===== src/rtl/vtq_pkg.sv =====
// shared types and constants of the virtual timer queue
`timescale 1ns / 1ps
`default_nettype none

package vtq_pkg;

    // fixed field widths
    localparam int unsigned SLOT_W      = 4;
    localparam int unsigned TIME_W      = 32;
    localparam int unsigned IN_TDATA_W  = 72;
    localparam int unsigned OUT_TDATA_W = 8;

    // default table size and per-tick report limit
    localparam int unsigned SLOTS_DEF   = 16;
    localparam int unsigned MAX_RESULTS = 16;
    localparam int unsigned CNT_W       = $clog2(MAX_RESULTS + 1);

    // operation codes carried in tuser
    localparam logic OP_TICK = 1'b0;
    localparam logic OP_ARM  = 1'b1;

    // one memory word per slot
    typedef struct packed {
        logic [TIME_W-1:0] period;
        logic [TIME_W-1:0] runs;
        logic [TIME_W-1:0] deadline;
    } t_slot_word;

    // status of one scan pass
    typedef struct packed {
        logic found;
        logic more;
    } t_scan_stat;

endpackage

`default_nettype wire


===== src/rtl/vtq_slot_mem.sv =====
// slot table memory: one write port, one registered read port
`timescale 1ns / 1ps
`default_nettype none

module vtq_slot_mem
    import vtq_pkg::*;
#(
    parameter int unsigned SLOTS = SLOTS_DEF,
    localparam int unsigned IDX_W = (SLOTS > 1) ? $clog2(SLOTS) : 1
) (
    input  wire logic             i_clk,
    input  wire logic             i_we,
    input  wire logic [IDX_W-1:0] i_wr_addr,
    input  wire t_slot_word       i_wr_data,
    input  wire logic             i_rd_en,
    input  wire logic [IDX_W-1:0] i_rd_addr,
    output t_slot_word            o_rd_data
);

    t_slot_word r_mem [SLOTS];
    t_slot_word r_rd_data;

    // write port
    always_ff @(posedge i_clk) begin
        if (i_we) begin
            r_mem[i_wr_addr] <= i_wr_data;
        end
    end

    // read port, registered
    always_ff @(posedge i_clk) begin
        if (i_rd_en) begin
            r_rd_data <= r_mem[i_rd_addr];
        end
    end

    assign o_rd_data = r_rd_data;

endmodule

`default_nettype wire


===== src/rtl/vtq_min_scan.sv =====
// running minimum over the slot words streamed out of the table
`timescale 1ns / 1ps
`default_nettype none

module vtq_min_scan
    import vtq_pkg::*;
#(
    parameter int unsigned SLOTS = SLOTS_DEF,
    localparam int unsigned IDX_W = (SLOTS > 1) ? $clog2(SLOTS) : 1
) (
    input  wire logic              i_clk,
    input  wire logic              i_rst_n,
    input  wire logic              i_clear,
    input  wire logic              i_vld,
    input  wire logic              i_live,
    input  wire logic [IDX_W-1:0]  i_idx,
    input  wire t_slot_word        i_word,
    input  wire logic [TIME_W-1:0] i_now,
    output t_scan_stat             o_stat,
    output logic [IDX_W-1:0]       o_best_idx,
    output t_slot_word             o_best_word
);

    logic             r_found;
    logic             r_more;
    logic             n_found;
    logic             n_more;
    logic [IDX_W-1:0] r_best_idx;
    t_slot_word       r_best_word;
    logic             due;
    logic             take;

    // slot is due and beats the current best; ascending order keeps lower slot on ties
    assign due  = i_vld && i_live && (i_word.deadline <= i_now);
    assign take = due && (!r_found || (i_word.deadline < r_best_word.deadline));

    // found and more flags
    always_comb begin
        n_found = r_found;
        n_more  = r_more;
        if (i_clear) begin
            n_found = 1'b0;
            n_more  = 1'b0;
        end else if (due) begin
            n_found = 1'b1;
            n_more  = r_more | r_found;
        end
    end

    always_ff @(posedge i_clk) begin
        if (!i_rst_n) begin
            r_found <= 1'b0;
            r_more  <= 1'b0;
        end else begin
            r_found <= n_found;
            r_more  <= n_more;
        end
    end

    // best candidate payload
    always_ff @(posedge i_clk) begin
        if (!i_clear && take) begin
            r_best_idx  <= i_idx;
            r_best_word <= i_word;
        end
    end

    assign o_stat.found = r_found;
    assign o_stat.more  = r_more;
    assign o_best_idx   = r_best_idx;
    assign o_best_word  = r_best_word;

endmodule

`default_nettype wire


===== src/rtl/virtual_timer_queue.sv =====
// virtual timer queue top level: request handling, scan sequencer, output register
`timescale 1ns / 1ps
`default_nettype none

// Timer table of SLOTS slots kept in one memory word per slot (deadline, period,
// runs left) with armed bits in flip-flops. An arm request writes its slot and
// the block stays ready for the next request. A tick request bumps the tick
// count and then runs scan passes: each pass reads every slot through the single
// memory read port, one slot a cycle, and picks the earliest due slot. Each pass
// that finds a due slot reports it and writes it back (retire, reload, or
// decrement and reload), and also tells whether another due slot is left, so a
// tick runs one pass per reported slot and a tick with nothing due runs one pass
// that reports nothing. At most 16 reports are made per tick.
// Results wait in an output register; a pass waits for it only when a report is
// ready and the previous one has not been taken.
module virtual_timer_queue
    import vtq_pkg::*;
#(
    parameter int unsigned SLOTS = SLOTS_DEF
) (
    input  wire logic                   i_clk,
    input  wire logic                   i_rst_n,
    // slave side
    input  wire logic                   s_axis_tvalid,
    output logic                        s_axis_tready,
    input  wire logic [IN_TDATA_W-1:0]  s_axis_tdata,  // slot[3:0], period[35:4], runs[67:36]
    input  wire logic                   s_axis_tuser,  // operation[0]
    // master side
    output logic                        m_axis_tvalid,
    input  wire logic                   m_axis_tready,
    output logic [OUT_TDATA_W-1:0]      m_axis_tdata,  // expired_slot[3:0]
    output logic                        m_axis_tlast   // last_of_run
);

    localparam int unsigned IDX_W = (SLOTS > 1) ? $clog2(SLOTS) : 1;

    localparam logic [1:0] ST_IDLE   = 2'd0;
    localparam logic [1:0] ST_SCAN   = 2'd1;
    localparam logic [1:0] ST_WAIT   = 2'd2;
    localparam logic [1:0] ST_DECIDE = 2'd3;

    logic [1:0]        r_state;
    logic [1:0]        n_state;
    logic [TIME_W-1:0] r_now;
    logic [TIME_W-1:0] n_now;
    logic [SLOTS-1:0]  r_armed;
    logic [SLOTS-1:0]  n_armed;
    logic [SLOTS-1:0]  r_done;
    logic [SLOTS-1:0]  n_done;
    logic [IDX_W-1:0]  r_addr;
    logic [IDX_W-1:0]  n_addr;
    logic [CNT_W-1:0]  r_count;
    logic [CNT_W-1:0]  n_count;
    logic              r_rd_vld;
    logic [IDX_W-1:0]  r_rd_idx;
    logic              r_out_valid;
    logic              n_out_valid;
    logic [SLOT_W-1:0] r_out_slot;
    logic              r_out_last;

    logic              in_acc;
    logic [SLOT_W-1:0] in_slot;
    logic [TIME_W-1:0] in_period;
    logic [TIME_W-1:0] in_runs;
    logic              arm_ok;
    logic [TIME_W-1:0] arm_period;
    logic              out_free;
    logic              decide_fire;
    logic              res_last;
    logic              rd_en;
    logic              scan_clear;
    logic              we;
    logic [IDX_W-1:0]  wr_addr;
    t_slot_word        wr_data;
    t_slot_word        rd_data;
    t_scan_stat        stat;
    logic [IDX_W-1:0]  best_idx;
    t_slot_word        best_word;
    t_slot_word        reload_word;

    // request unpacking
    assign in_acc     = s_axis_tvalid && s_axis_tready;
    assign in_slot    = s_axis_tdata[SLOT_W-1:0];
    assign in_period  = s_axis_tdata[SLOT_W +: TIME_W];
    assign in_runs    = s_axis_tdata[SLOT_W+TIME_W +: TIME_W];
    assign arm_ok     = in_acc && (s_axis_tuser == OP_ARM) && (32'(in_slot) < 32'(SLOTS));
    assign arm_period = (in_period == '0) ? TIME_W'(1) : in_period;

    assign s_axis_tready = (r_state == ST_IDLE);

    // report handoff
    assign out_free    = !r_out_valid || m_axis_tready;
    assign decide_fire = (r_state == ST_DECIDE) && stat.found && out_free;
    assign res_last    = !stat.more || (r_count == CNT_W'(MAX_RESULTS - 1));

    // reloaded word for the reported slot
    always_comb begin
        reload_word          = best_word;
        reload_word.deadline = r_now + best_word.period;
        if (best_word.runs != '0) begin
            reload_word.runs = best_word.runs - TIME_W'(1);
        end
    end

    // memory write port: arm in idle, write-back after a pass
    always_comb begin
        we      = arm_ok || decide_fire;
        wr_addr = best_idx;
        wr_data = reload_word;
        if (arm_ok) begin
            wr_addr          = IDX_W'(in_slot);
            wr_data.period   = arm_period;
            wr_data.runs     = in_runs;
            wr_data.deadline = r_now + arm_period;
        end
    end

    assign rd_en = (r_state == ST_SCAN);

    // sequencer
    always_comb begin
        n_state     = r_state;
        n_now       = r_now;
        n_armed     = r_armed;
        n_done      = r_done;
        n_addr      = r_addr;
        n_count     = r_count;
        n_out_valid = r_out_valid && !m_axis_tready;
        scan_clear  = 1'b0;
        unique case (r_state)
            ST_IDLE: begin
                if (arm_ok) begin
                    n_armed[IDX_W'(in_slot)] = 1'b1;
                end else if (in_acc && (s_axis_tuser == OP_TICK)) begin
                    n_now      = r_now + TIME_W'(1);
                    n_done     = '0;
                    n_count    = '0;
                    n_addr     = '0;
                    scan_clear = 1'b1;
                    n_state    = ST_SCAN;
                end
            end
            ST_SCAN: begin
                n_addr = r_addr + IDX_W'(1);
                if (r_addr == IDX_W'(SLOTS - 1)) begin
                    n_state = ST_WAIT;
                end
            end
            ST_WAIT: begin
                n_state = ST_DECIDE;
            end
            ST_DECIDE: begin
                if (!stat.found) begin
                    n_state = ST_IDLE;
                end else if (out_free) begin
                    n_out_valid      = 1'b1;
                    n_done[best_idx] = 1'b1;
                    if (best_word.runs == TIME_W'(1)) begin
                        n_armed[best_idx] = 1'b0;
                    end
                    n_count = r_count + CNT_W'(1);
                    if (res_last) begin
                        n_state = ST_IDLE;
                    end else begin
                        n_addr     = '0;
                        scan_clear = 1'b1;
                        n_state    = ST_SCAN;
                    end
                end
            end
            default: begin
                n_state = ST_IDLE;
            end
        endcase
    end

    // control registers
    always_ff @(posedge i_clk) begin
        if (!i_rst_n) begin
            r_state     <= ST_IDLE;
            r_now       <= '0;
            r_armed     <= '0;
            r_done      <= '0;
            r_addr      <= '0;
            r_count     <= '0;
            r_rd_vld    <= 1'b0;
            r_out_valid <= 1'b0;
        end else begin
            r_state     <= n_state;
            r_now       <= n_now;
            r_armed     <= n_armed;
            r_done      <= n_done;
            r_addr      <= n_addr;
            r_count     <= n_count;
            r_rd_vld    <= rd_en;
            r_out_valid <= n_out_valid;
        end
    end

    // read index tracks the memory latency; report payload
    always_ff @(posedge i_clk) begin
        r_rd_idx <= r_addr;
        if (decide_fire) begin
            r_out_slot <= SLOT_W'(best_idx);
            r_out_last <= res_last;
        end
    end

    vtq_slot_mem #(
        .SLOTS (SLOTS)
    ) u_mem (
        .i_clk     (i_clk),
        .i_we      (we),
        .i_wr_addr (wr_addr),
        .i_wr_data (wr_data),
        .i_rd_en   (rd_en),
        .i_rd_addr (r_addr),
        .o_rd_data (rd_data)
    );

    vtq_min_scan #(
        .SLOTS (SLOTS)
    ) u_scan (
        .i_clk       (i_clk),
        .i_rst_n     (i_rst_n),
        .i_clear     (scan_clear),
        .i_vld       (r_rd_vld),
        .i_live      (r_armed[r_rd_idx] && !r_done[r_rd_idx]),
        .i_idx       (r_rd_idx),
        .i_word      (rd_data),
        .i_now       (r_now),
        .o_stat      (stat),
        .o_best_idx  (best_idx),
        .o_best_word (best_word)
    );

    // output ports
    assign m_axis_tvalid = r_out_valid;
    assign m_axis_tdata  = OUT_TDATA_W'(r_out_slot);
    assign m_axis_tlast  = r_out_last;

endmodule

`default_nettype wire


===== config.mk =====
export PLATFORM = sky130hd
export DESIGN_NAME = virtual_timer_queue
export DESIGN_NICKNAME = d
export VERILOG_FILES = /design/src/rtl/vtq_pkg.sv /design/src/rtl/vtq_slot_mem.sv /design/src/rtl/vtq_min_scan.sv /design/src/rtl/virtual_timer_queue.sv
export SDC_FILE = /design/constraint.sdc
export NUM_CORES = 2
export LEC_CHECK = 0
export BUFFER_PORTS_ARGS = -buffer_cell sky130_fd_sc_hd__buf_2
export CAP_MARGIN = 10
export CORE_MARGIN = 2
export CORE_UTILIZATION = 50
export CTS_CLUSTER_DIAMETER = 200
export DETAILED_ROUTE_END_ITERATION = 8
export PLACE_DENSITY = 0.74
export SYNTH_ARGS = -nofsm -noshare
export SYNTH_HDL_FRONTEND = slang
export SYNTH_SLANG_ARGS = --single-unit

===== constraint.sdc =====
create_clock -name i_clk -period 14.4 [get_ports i_clk]
set_input_delay 2.88 -clock i_clk [delete_from_list [all_inputs] [get_ports i_clk]]
set_output_delay 2.88 -clock i_clk [all_outputs]
set_load 0.02 [all_outputs]

==> flow_summary.toml <==
[cts]
cts.sinks = 1820
post_cts_resized = 0
max-clock-path-buffers = 3
clk_pin_slew_ns = 0.06
cts_tree = "built"
postCtsSetupRepairBufs = 0
htreeDepth = 4
cts_hold_buffers = 0
clkLatencyLatePin_ns = 0.80
cts_buffers = 169
cts_root_buffer = "clkbuf_16"

[place]
hpwl_microns = 85400
io_buffer_count = 79
place_area_sq_um = 75000
gp_congestion = 0.891
place_ws_ns = 5.91

[status]
status = "finished clean"

[synthesis]
postSynthAreaPerCell_sq_um = 20.4
ys.flop_type = "edfxtp_1"
synthCells = 3530
synth_area_sq_um = 71900
postSynth.asyncResetShare = 0
synth-seq-area-share = 0.748
yosysUniqueCellTypes = 75
synth_area_leaders = "edfxtp_1 (73%), mux4_2 (15%), dfxtp_1 (2.3%)"
synth_warnings = 0
synth_area_leader_cell = "edfxtp_1"
netlist.area_leader.share = 0.725
ys_ff_latch = 1820
synth-edff-count = 1737

[detailed_routing]
routed.top_layer = "met4"
final_antenna_net_count = 0
finalWirelength_microns = 165000
post_drt_via_cell_ratio = 6.24
met1_length_microns = 67100
drt_pre_antenna_iters = 6
via_count = 36000
wl_met2_microns = 79300
drt_iter0_drc = 4949
wire_per_inst_microns = 28.6
drc_errors = 0
met3_length_microns = 15200

[grt]
grt_pass1_wl_microns = 241000
grt_overflow = 0
grtUsageTotal = 0.225
grt_max_degree = 101
antenna_found_initial = 1
grt_pass1_vias = 35600

[timing]
max-slew-margin-rel = 0.183
rsz0062_at_grt = "no"
worst_pin_slew_ns = 1.22
skew_ns = 0.0284
setup_ws_ns = 6.52
min_period_over_period = 0.547
period_needed_ns = 7.88
setup_viol_count_final = 0
fin_tns_setup_ns = 0
hold_violations = 0
clock.fmax_mhz = 127
final_max_slew_viol_count = 0

[critical_path]
cp.required_ns = 14.83
cp-end-kind = "flop"
critPathKind = "in2reg"
critical_path.max_fanout = 17
cp_data_arrival_time_ns = 8.31
crit_path_start_kind = "primary input"

[floorplanning]
start_util = 0.502
fp-row-count = 139
dieArea_sq_um = 147000
dieWidth_microns = 383
core_sq_um = 143000
ios = 88
die_h_microns = 383

[cells_and_area]
final_common_cell = "edfxtp_1"
area_growth_pct = 11.8
final_nets = 3909
final_cell_mix = "edfxtp_1 (1737), mux4_2 (480), nand2_1 (178)"
fillers = 10300
final_util = 0.562
drive_gt1_frac = 0.240
stdcell_area_sq_um = 80400

[power]
power_density_nw_per_um2 = 146
p_leak_nw = 25.1
vdd_drop_max_v = 0.000120

[job]
max_cap_viol_count = 0

[min_path]
hold_class = "reg2reg"
-- cells in the mapped netlist, types with 9 or more instances --
cell type     n
o21ai_0      75
nor2b_1      16
nor2_1       97
a21oi_1      94
and2_1       33
nor3_1       31
nand3_1      34
nor4_1       18
edfxtp_1   1737
nand2_1     178
ha_1        104
inv_1        97
mux4_2      480
nand2b_1     13
nand4_1      25
nor3b_1      15
buf_1        37
and3_1       11
a31oi_1      17
a21boi_0      9
dfxtp_1      83
xor2_1       17
xnor2_1      63
a21o_1       33
clkbuf_1    106
-- critical path, cell delays in order --
cell and delay (ns):
buf_2 0.13, nor4_2 0.98, nand4_1 0.17, nor2_1 0.15, o21ai_0 0.20, nand2_1 0.51
ha_1 0.32, a211oi_1 0.10, o21bai_1 0.20, nand4_1 0.20, a21oi_1 0.66, o21ai_0 0.34
a31oi_1 0.30, a21o_1 0.17, a21oi_1 0.07, xnor2_1 0.89
-- logic make-up after synthesis --
family          synth area share
mux                        0.151
xor+xnor                  0.0101
simple gates              0.0347
compound gates            0.0245
fa+ha+maj                 0.0184
flops                      0.748
other cells            0.0000521
buf+inv                   0.0131
-- where the power goes --
| part | internal [W] | total, W | switching (W) |
|---|---|---|---|
| clock network | 0.00244 | 0.00434 | 0.00190 |
| logic | 0.000411 | 0.00117 | 0.000761 |
| registers | 0.00619 | 0.00626 | 0.0000712 |
-- stage by stage --
step / total power (W) / hold WS (ns) / instances
2_1_floorplan: 0.00712 / 0.329 / 3533
3_3_place_gp: 0.00748 / 0.402 / 5444
3_5_place_dp: 0.00753 / 0.405 / 5444
4_1_cts: 0.0118 / 0.415 / 5752
5_1_grt: 0.0121 / 0.421 / 5767
6_report: 0.0118 / 0.416 / 5768
-- worst paths after layout --
kind,to,startpoint,cells after the start,slack (ns)
hold reg to reg,u_scan.o_best_word[92],u_mem.o_rd_data[92],0,0.42
setup reg to reg,u_mem.r_mem[15][29],r_state[0],15,8.23
hold / removal,u_scan.o_best_word[92],u_mem.o_rd_data[92],0,0.42
setup / recovery,u_mem.r_mem[15][29],s_axis_tdata[27],16,6.52
-- sequential cells by signal (all words and copies together), names as in the netlist, 2 cells and up --
register and count:
u_mem.r_mem 1536, r_now 32, r_armed 16, r_addr 4
r_count 5, u_mem.o_rd_data 96, u_scan.o_best_idx 4, r_rd_idx 4
u_scan.o_best_word 96, r_out_slot 4, r_done 16, r_state 2
-- layer usage --
layer | GRT usage | vias to the layer above
met2 | 0.355 | 1835
met1 | 0.333 | 19000
met4 | 0.0564 | 0
li1 | - | 14900
met3 | 0.0353 | 245
met5 | 0 | -
-- final cells by class --
cell class | instances | area (sq um) | area share
Multi-Input combinational cell | 1467 | 17300 | 0.215
Timing Repair Buffer | 172 | 1170 | 0.0146
Clock inverter | 84 | 723 | 0.00899
Inverter | 97 | 364 | 0.00453
Antenna cell | 1 | 2.50 | 0.0000311
Clock buffer | 224 | 4610 | 0.0574
Tap cell | 1903 | 2380 | 0.0296
Sequential cell | 1820 | 53800 | 0.669
No activity file was read; power rests on OpenSTA's default activity.
